--- src/hdl/gcd_lcm_unit_core_macros.svh ---
// ----------------------------------------------------------------------------
// gcd_lcm_unit_core assertion macros
// concurrent assertion helpers, empty when SYNTH is set
// ----------------------------------------------------------------------------
`ifndef GCD_LCM_UNIT_CORE_MACROS_SVH
`define GCD_LCM_UNIT_CORE_MACROS_SVH

`ifndef SYNTH
`define GLU_ASSERT(lbl, clk, rst_n, expr) \
    lbl: assert property (@(posedge clk) disable iff (!rst_n) (expr)) \
        else $error("assertion failed");
`define GLU_ASSERT_NEXT(lbl, clk, rst_n, ante, cons) \
    lbl: assert property (@(posedge clk) disable iff (!rst_n) (ante) |=> (cons)) \
        else $error("assertion failed");
`else
`define GLU_ASSERT(lbl, clk, rst_n, expr)
`define GLU_ASSERT_NEXT(lbl, clk, rst_n, ante, cons)
`endif

`endif

--- src/hdl/glu_pkg.sv ---
`timescale 1ns / 1ps
// ----------------------------------------------------------------------------
// glu_pkg
// shared types and constants of the gcd / lcm unit
// ----------------------------------------------------------------------------
package glu_pkg;

    localparam int DATA_W = 64;
    localparam int WIDTH  = 64;
    localparam int CNT_W  = $clog2(WIDTH);

    localparam logic FUNC_GCD = 1'b0;
    localparam logic FUNC_LCM = 1'b1;

    typedef struct packed {
        logic              func;
        logic [DATA_W-1:0] operand_a;
        logic [DATA_W-1:0] operand_b;
    } t_in_item;

    typedef struct packed {
        logic [DATA_W-1:0] result;
        logic              overflow;
    } t_out_item;

    typedef enum logic [2:0] {
        S_IDLE,
        S_GCD,
        S_DIV,
        S_MUL,
        S_DONE
    } t_state;

    typedef struct packed {
        logic load;
        logic gcd;
        logic div;
        logic mul;
        logic emit;
        logic busy;
    } t_ctrl;

    typedef struct packed {
        logic gcd_done;
        logic need_div;
        logic cnt_last;
        logic out_free;
    } t_status;

endpackage

--- src/hdl/gcd_lcm_unit_core.sv ---
`timescale 1ns / 1ps
// ----------------------------------------------------------------------------
// gcd_lcm_unit_core
// gcd or lcm of two unsigned operands on one shared add / subtract unit
// ----------------------------------------------------------------------------
// gcd is a data dependent binary shift-subtract loop,
//   one step per cycle through the shared adder
// lcm of two nonzero operands adds a restoring divide and a shift-add multiply
// plus a step to accept and one to hand the result to the output register
// one item at a time; the next item is taken once the result is registered
// reset is synchronous active low and clears the sequencer and output valid
`include "gcd_lcm_unit_core_macros.svh"

module gcd_lcm_unit_core (
    input  logic               i_clk,
    input  logic               i_rst_n,
    input  logic               i_in_valid,
    output logic               o_in_stall,
    input  glu_pkg::t_in_item  i_in_data,
    output logic               o_out_valid,
    input  logic               i_out_stall,
    output glu_pkg::t_out_item o_out_data
);
    import glu_pkg::*;

    t_ctrl   ctrl;
    t_status status;

    logic              r_func;
    logic              r_zero;
    logic [WIDTH-1:0]  r_a;
    logic [WIDTH-1:0]  r_b;
    logic [WIDTH-1:0]  r_x;
    logic [WIDTH-1:0]  r_y;
    logic [CNT_W-1:0]  r_k;
    logic [WIDTH-1:0]  r_g;
    logic [WIDTH-1:0]  r_rem;
    logic [WIDTH-1:0]  r_q;
    logic [2*WIDTH-1:0] r_acc;
    logic [CNT_W-1:0]  r_cnt;
    logic [WIDTH-1:0]  r_res;
    logic              r_ovf;
    logic              r_out_valid;
    t_out_item         r_out_data;

    logic [WIDTH:0]    alu_a;
    logic [WIDTH:0]    alu_b;
    logic              alu_sub;
    logic [WIDTH+1:0]  alu_sum;
    logic              borrow;

    logic              x_zero;
    logic              y_zero;
    logic [WIDTH-1:0]  g_val;
    logic [WIDTH:0]    div_t;
    logic [WIDTH-1:0]  n_rem;
    logic [WIDTH-1:0]  n_q;
    logic [2*WIDTH-1:0] n_acc;

    glu_alu u_alu (
        .i_op_a (alu_a),
        .i_op_b (alu_b),
        .i_sub  (alu_sub),
        .o_sum  (alu_sum)
    );

    glu_seq u_seq (
        .i_clk      (i_clk),
        .i_rst_n    (i_rst_n),
        .i_in_valid (i_in_valid),
        .i_status   (status),
        .o_ctrl     (ctrl)
    );

    assign o_in_stall  = ctrl.busy;
    assign o_out_valid = r_out_valid;
    assign o_out_data  = r_out_data;

    assign x_zero = (r_x == '0);
    assign y_zero = (r_y == '0);
    assign g_val  = (x_zero ? r_y : r_x) << r_k;
    assign borrow = alu_sum[WIDTH+1];
    assign div_t  = {r_rem, r_q[WIDTH-1]};

    assign status.gcd_done = x_zero || y_zero;
    assign status.need_div = (r_func == FUNC_LCM) && !r_zero;
    assign status.cnt_last = (r_cnt == CNT_W'(WIDTH - 1));
    assign status.out_free = !r_out_valid || !i_out_stall;

    // shared adder operand select
    always_comb begin
        alu_a   = '0;
        alu_b   = '0;
        alu_sub = 1'b1;
        if (ctrl.gcd) begin
            alu_a = {1'b0, r_x};
            alu_b = {1'b0, r_y};
        end else if (ctrl.div) begin
            alu_a = div_t;
            alu_b = {1'b0, r_g};
        end else if (ctrl.mul) begin
            alu_a   = {1'b0, r_acc[2*WIDTH-1:WIDTH]};
            alu_b   = r_acc[0] ? {1'b0, r_b} : '0;
            alu_sub = 1'b0;
        end
    end

    always_comb begin
        if (borrow) begin
            n_rem = div_t[WIDTH-1:0];
        end else begin
            n_rem = alu_sum[WIDTH-1:0];
        end
        n_q   = {r_q[WIDTH-2:0], !borrow};
        n_acc = {alu_sum[WIDTH:0], r_acc[WIDTH-1:1]};
    end

    always_ff @(posedge i_clk) begin
        if (ctrl.load) begin
            r_func <= i_in_data.func;
            r_a    <= i_in_data.operand_a[WIDTH-1:0];
            r_b    <= i_in_data.operand_b[WIDTH-1:0];
            r_x    <= i_in_data.operand_a[WIDTH-1:0];
            r_y    <= i_in_data.operand_b[WIDTH-1:0];
            r_zero <= (i_in_data.operand_a[WIDTH-1:0] == '0)
                   || (i_in_data.operand_b[WIDTH-1:0] == '0);
            r_k    <= '0;
        end
        if (ctrl.gcd) begin
            if (x_zero || y_zero) begin
                r_g   <= g_val;
                r_rem <= '0;
                r_q   <= r_a;
                r_cnt <= '0;
                r_res <= (r_func == FUNC_GCD) ? g_val : '0;
                r_ovf <= 1'b0;
            end else if (!r_x[0] && !r_y[0]) begin
                r_x <= r_x >> 1;
                r_y <= r_y >> 1;
                r_k <= r_k + CNT_W'(1);
            end else if (!r_x[0]) begin
                r_x <= r_x >> 1;
            end else if (!r_y[0]) begin
                r_y <= r_y >> 1;
            end else if (borrow) begin
                r_x <= r_y;
                r_y <= r_x;
            end else begin
                r_x <= alu_sum[WIDTH-1:0];
            end
        end
        if (ctrl.div) begin
            r_rem <= n_rem;
            r_q   <= n_q;
            if (status.cnt_last) begin
                r_cnt <= '0;
                r_acc <= {{WIDTH{1'b0}}, n_q};
            end else begin
                r_cnt <= r_cnt + CNT_W'(1);
            end
        end
        if (ctrl.mul) begin
            r_acc <= n_acc;
            r_cnt <= r_cnt + CNT_W'(1);
            if (status.cnt_last) begin
                r_res <= n_acc[WIDTH-1:0];
                r_ovf <= (n_acc[2*WIDTH-1:WIDTH] != '0);
            end
        end
        if (ctrl.emit) begin
            r_out_data.result   <= DATA_W'(r_res);
            r_out_data.overflow <= r_ovf;
        end
    end

    always_ff @(posedge i_clk) begin
        if (!i_rst_n) begin
            r_out_valid <= 1'b0;
        end else if (ctrl.emit) begin
            r_out_valid <= 1'b1;
        end else if (!i_out_stall) begin
            r_out_valid <= 1'b0;
        end
    end

    // assertions
    `GLU_ASSERT_NEXT(a_busy_after_accept, i_clk, i_rst_n, i_in_valid && !o_in_stall, o_in_stall)
    `GLU_ASSERT(a_div_nonzero_divisor, i_clk, i_rst_n, !ctrl.div || (r_g != '0))
    `GLU_ASSERT(a_rem_below_divisor, i_clk, i_rst_n, !ctrl.div || (r_rem < r_g))
    `GLU_ASSERT_NEXT(a_emit_sets_valid, i_clk, i_rst_n, ctrl.emit, o_out_valid)

endmodule

--- src/hdl/glu_alu.sv ---
`timescale 1ns / 1ps
// ----------------------------------------------------------------------------
// glu_alu
// shared add / subtract unit with carry and borrow out
// ----------------------------------------------------------------------------
module glu_alu (
    input  logic [glu_pkg::WIDTH:0]   i_op_a,
    input  logic [glu_pkg::WIDTH:0]   i_op_b,
    input  logic                      i_sub,
    output logic [glu_pkg::WIDTH+1:0] o_sum
);
    import glu_pkg::*;

    always_comb begin
        if (i_sub) begin
            o_sum = {1'b0, i_op_a} - {1'b0, i_op_b};
        end else begin
            o_sum = {1'b0, i_op_a} + {1'b0, i_op_b};
        end
    end

endmodule

--- src/hdl/glu_seq.sv ---
`timescale 1ns / 1ps
// ----------------------------------------------------------------------------
// glu_seq
// sequencer: gcd loop, quotient pass, product pass, result hand-off
// ----------------------------------------------------------------------------
module glu_seq (
    input  logic             i_clk,
    input  logic             i_rst_n,
    input  logic             i_in_valid,
    input  glu_pkg::t_status i_status,
    output glu_pkg::t_ctrl   o_ctrl
);
    import glu_pkg::*;

    t_state r_state;
    t_state n_state;

    always_ff @(posedge i_clk) begin
        if (!i_rst_n) begin
            r_state <= S_IDLE;
        end else begin
            r_state <= n_state;
        end
    end

    always_comb begin
        n_state = r_state;
        unique case (r_state)
            S_IDLE: begin
                if (i_in_valid) begin
                    n_state = S_GCD;
                end
            end
            S_GCD: begin
                if (i_status.gcd_done) begin
                    n_state = i_status.need_div ? S_DIV : S_DONE;
                end
            end
            S_DIV: begin
                if (i_status.cnt_last) begin
                    n_state = S_MUL;
                end
            end
            S_MUL: begin
                if (i_status.cnt_last) begin
                    n_state = S_DONE;
                end
            end
            S_DONE: begin
                if (i_status.out_free) begin
                    n_state = S_IDLE;
                end
            end
            default: n_state = S_IDLE;
        endcase
    end

    always_comb begin
        o_ctrl = '0;
        unique case (r_state)
            S_IDLE: o_ctrl.load = i_in_valid;
            S_GCD: begin
                o_ctrl.gcd  = 1'b1;
                o_ctrl.busy = 1'b1;
            end
            S_DIV: begin
                o_ctrl.div  = 1'b1;
                o_ctrl.busy = 1'b1;
            end
            S_MUL: begin
                o_ctrl.mul  = 1'b1;
                o_ctrl.busy = 1'b1;
            end
            S_DONE: begin
                o_ctrl.emit = i_status.out_free;
                o_ctrl.busy = 1'b1;
            end
            default: o_ctrl = '0;
        endcase
    end

endmodule
--- config.mk ---
export PLATFORM = sky130hd
export DESIGN_NAME = gcd_lcm_unit_core
export DESIGN_NICKNAME = d
export VERILOG_FILES = /design/src/hdl/glu_pkg.sv /design/src/hdl/gcd_lcm_unit_core.sv /design/src/hdl/glu_alu.sv /design/src/hdl/glu_seq.sv
export VERILOG_INCLUDE_DIRS = /design/src /design/src/hdl
export SDC_FILE = /design/constraint.sdc
export NUM_CORES = 2
export LEC_CHECK = 0
export ABC_CLOCK_PERIOD_IN_PS = 14000
export BUFFER_PORTS_ARGS = -buffer_cell sky130_fd_sc_hd__buf_4
export CAP_MARGIN = 20
export CORE_UTILIZATION = 45
export DETAILED_ROUTE_END_ITERATION = 16
export PLACE_DENSITY = 0.62
export SYNTH_ARGS = -nofsm -noshare
export SYNTH_HDL_FRONTEND = slang
export SYNTH_SLANG_ARGS = --single-unit
export TNS_END_PERCENT = 20
--- constraint.sdc ---
create_clock -name i_clk -period 14 [get_ports i_clk]
set_input_delay 0.7 -clock i_clk [delete_from_list [all_inputs] [get_ports i_clk]]
set_output_delay 0.7 -clock i_clk [all_outputs]
set_load 0.05 [all_outputs]
==> run metrics <==
status finished clean; post-synthesis sequential area ratio 0.4660; Vias/cell 6.535; IO buf count 199; hold buffers post-CTS 0; Top FF cell, synth edfxtp_1; number of distinct library cells after synthesis 96; Largest stage delay, worst path 0.74 ns; Reg clk slew, reported paths 0.06 ns; synthesis warning total 0; WP data required 14.51 ns; Static Leak 18.19 nW; post-synth top area share 0.3699; HPWL Detailed 129.7 mm; clock buffer depth 3; cell mode on critical path buf_4; Rows 112; dominant cells by area after synthesis edfxtp_1, dfxtp_1, nand2_1; Vias 39,170; Critical Path Fanout Max 72; Psw 4.653 mW; Final ANT Viol Nets 0; final worst path period share 0.7166; synthesized area per cell 9.106 um^2; CTS sink count 724; GPL Wtd Cong 1.014; Post-Syn Area 42,290 um^2; number of buffers created by CTS 83; worst min-delay path class in -> reg; Synth area leader edfxtp_1; Routed wire per std cell 29.91 um; CP startpoint kind flop; Tot Pwr 10.05 mW; VDD IR max 0.2084 mV; H-tree depth 3; Core ar. 93,190 um^2; I/O pins 200; CP Capture Type flop; Crit path max-delay family simple AND/OR/NAND/NOR gates; Synth top cells by count nand2_1, edfxtp_1, nor2_1; FF/Latch Area 19,730 um^2; Logic pwr share 0.460; share of cells above drive strength 1 0.1166; Area Overhead vs Synth 12.39%; most numerous cell in the Yosys netlist nand2_1; Die ar. 95,210 um^2; Total GRT Usage 0.3696; CP Class reg -> reg; Worst Tran Pin Value 1.269 ns; EDFF count, synth 521; slowest cell on the critical path dfxtp_4; Pint 5.398 mW; Worst EP arrival 10.54 ns; Multi-input gate area 21,200 um^2; 1st-pass router iterations 8; Async SR Flop Fraction 0; Slew Viols, Final 0; grt ovf 0; Tmin final 10.03 ns; cts repair resizes 0; setup TNS 0 ns; P per Cell Area 211.5 nW/um^2; first-pass GRT wire length 255.4 mm; postcts setup bufs 0; flops & latches, synth 724; DRC Markers 0; RSZ-0062 raised after global routing false; initial drt markers 6,025; initial cell density of the core 0.4538; Die Ht 308.6 um; highest clock rate 0.09968 GHz; CTS Root Cell clkbuf_16; CTS tree built; Fill cells 8,694; max-cap violations 0; final setup fails 0; pin count of the biggest net entering global routing 164; Clock Power Share 0.226; headroom to the max-slew limit 0.1430; number of global-route vias before repair 35,600; die boundary width 308.6 um; Post-Syn Instances 4,644; post-synthesis net count 4,846; Setup Skew 0.02216 ns; Final Net Count 4,865; Final Hold Vio Count 0; initial antenna violation count 7; clk_lat worst skew 0.69 ns; design area 47,530 um^2; Sw Ratio 0.4630; Routed Wire Length 179.3 mm; sequential share of power 0.314; DP Area 44,690 um^2; Buf/Inv on CP 3
[metal layers]
metal | routed length (um) | track usage
met4 | 7666 | 0.1497
met1 | 72730 | 0.5201
met2 | 74810 | 0.5315
met5 | 11 | 0
met3 | 24040 | 0.1047
[cell families (layout without fill, tap and decap cells)]
family | after synthesis | count (layout) | synth area share
adder cells (fa/ha/maj) | 69 | 69 | 0.02059
multiplexers | 329 | 329 | 0.08666
flip-flops | 724 | 724 | 0.4660
AO/OA/AOI/OAI | 1154 | 1154 | 0.1713
other | 0 | 6 | 0
AND/OR/NAND/NOR | 1871 | 1871 | 0.1961
buffers and inverters | 385 | 475 | 0.03609
XOR/XNOR | 112 | 112 | 0.02320
[power groups by stage]
stage,clock network (mW),registers [mW],logic [mW]
4_1_cts,2.28,3.11,4.45
3_5_place_dp,0,3.15,4.43
2_1_floorplan,0,2.88,3.00
6_report,2.27,3.16,4.62
3_3_place_gp,0,3.16,4.41
5_1_grt,2.37,3.15,4.90
[state kept, by name (all words and copies together) (netlist names)]
name	flops
r_g	64
r_zero	1
r_acc	128
r_q	64
r_func	1
r_cnt	6
r_a	64
r_x	64
o_out_valid	1
r_b	64
r_k	6
r_y	64
r_ovf	1
r_res	64
u_seq.r_state	3
r_rem	64
o_out_data	65
[worst reg2reg max path: stages, from the launching register on]
cell	delay, ns
dfxtp_4	0.74
buf_4	0.66
nand2b_1	0.65
nor2_1	0.37
buf_4	0.30
a211oi_1	0.07
a221oi_1	0.29
nand4_1	0.29
nor3_2	0.55
and2_0	0.40
nand2_1	0.15
nor2_1	0.27
a41oi_1	0.40
a21oi_1	0.27
xor2_1	0.29
ha_1	0.40
nand4_1	0.21
nor3_1	0.09
a221o_1	0.32
a211o_1	0.29
nor3_1	0.56
o31ai_1	0.18
a21oi_1	0.58
xnor2_2	0.22
buf_4	0.67
nand3_2	0.33
o21ai_1	0.20
a221oi_1	0.11
[final cells by class]
class | instances | share of cell area
Antenna cell | 6 | 0.0003159
Clock buffer | 113 | 0.04844
Clock inverter | 43 | 0.01069
Inverter | 58 | 0.004738
Multi-Input combinational cell | 3535 | 0.4459
Sequential cell | 724 | 0.4151
Tap cell | 1254 | 0.03301
Timing Repair Buffer | 261 | 0.04175
[cell usage in the layout (no fill, tap or decap), drive strengths merged, types with 29 or more instances in the layout]
cell type,n
a211oi,49
a21o,39
a21oi,398
a221oi,32
a22oi,109
a31oi,66
and2,73
and3,29
buf,261
clkbuf,113
dfxtp,203
edfxtp,521
ha,68
inv,62
mux2,77
mux2i,230
nand2,943
nand3,118
nand4,46
nor2,413
nor2b,38
nor3,41
nor4,74
o21ai,242
o221ai,60
xnor2,60
xor2,52
[per-stage QoR]
stage	utilization	instances	setup slack (ns)	hold WS [ns]
global placement	0.4796	5830	4.393	0.4142
floorplan	-	4644	2.545	0.4001
global route	0.5099	5988	3.518	0.2009
detailed placement	0.4796	5830	4.334	0.4202
finish	0.5101	5994	3.968	0.2066
CTS	0.5097	5986	4.305	0.1841
[worst paths after layout]
| kind | start | to | slack, ns | depth (start not counted) |
|---|---|---|---|---|
| setup / recovery | u_seq.r_state[0]$_SDFFE_PN0P_ | r_y[11]$_DFF_P_ | 3.97 | 27 |
| hold / removal | i_in_data[128] | r_func$_DFFE_PP_ | 0.21 | 1 |
| setup reg to reg | u_seq.r_state[0]$_SDFFE_PN0P_ | r_y[11]$_DFF_P_ | 3.97 | 27 |
| hold reg to reg | r_res[24]$_DFF_P_ | o_out_data[25]$_DFFE_PP_ | 0.43 | 0 |
(Power assumes the default switching activity.)
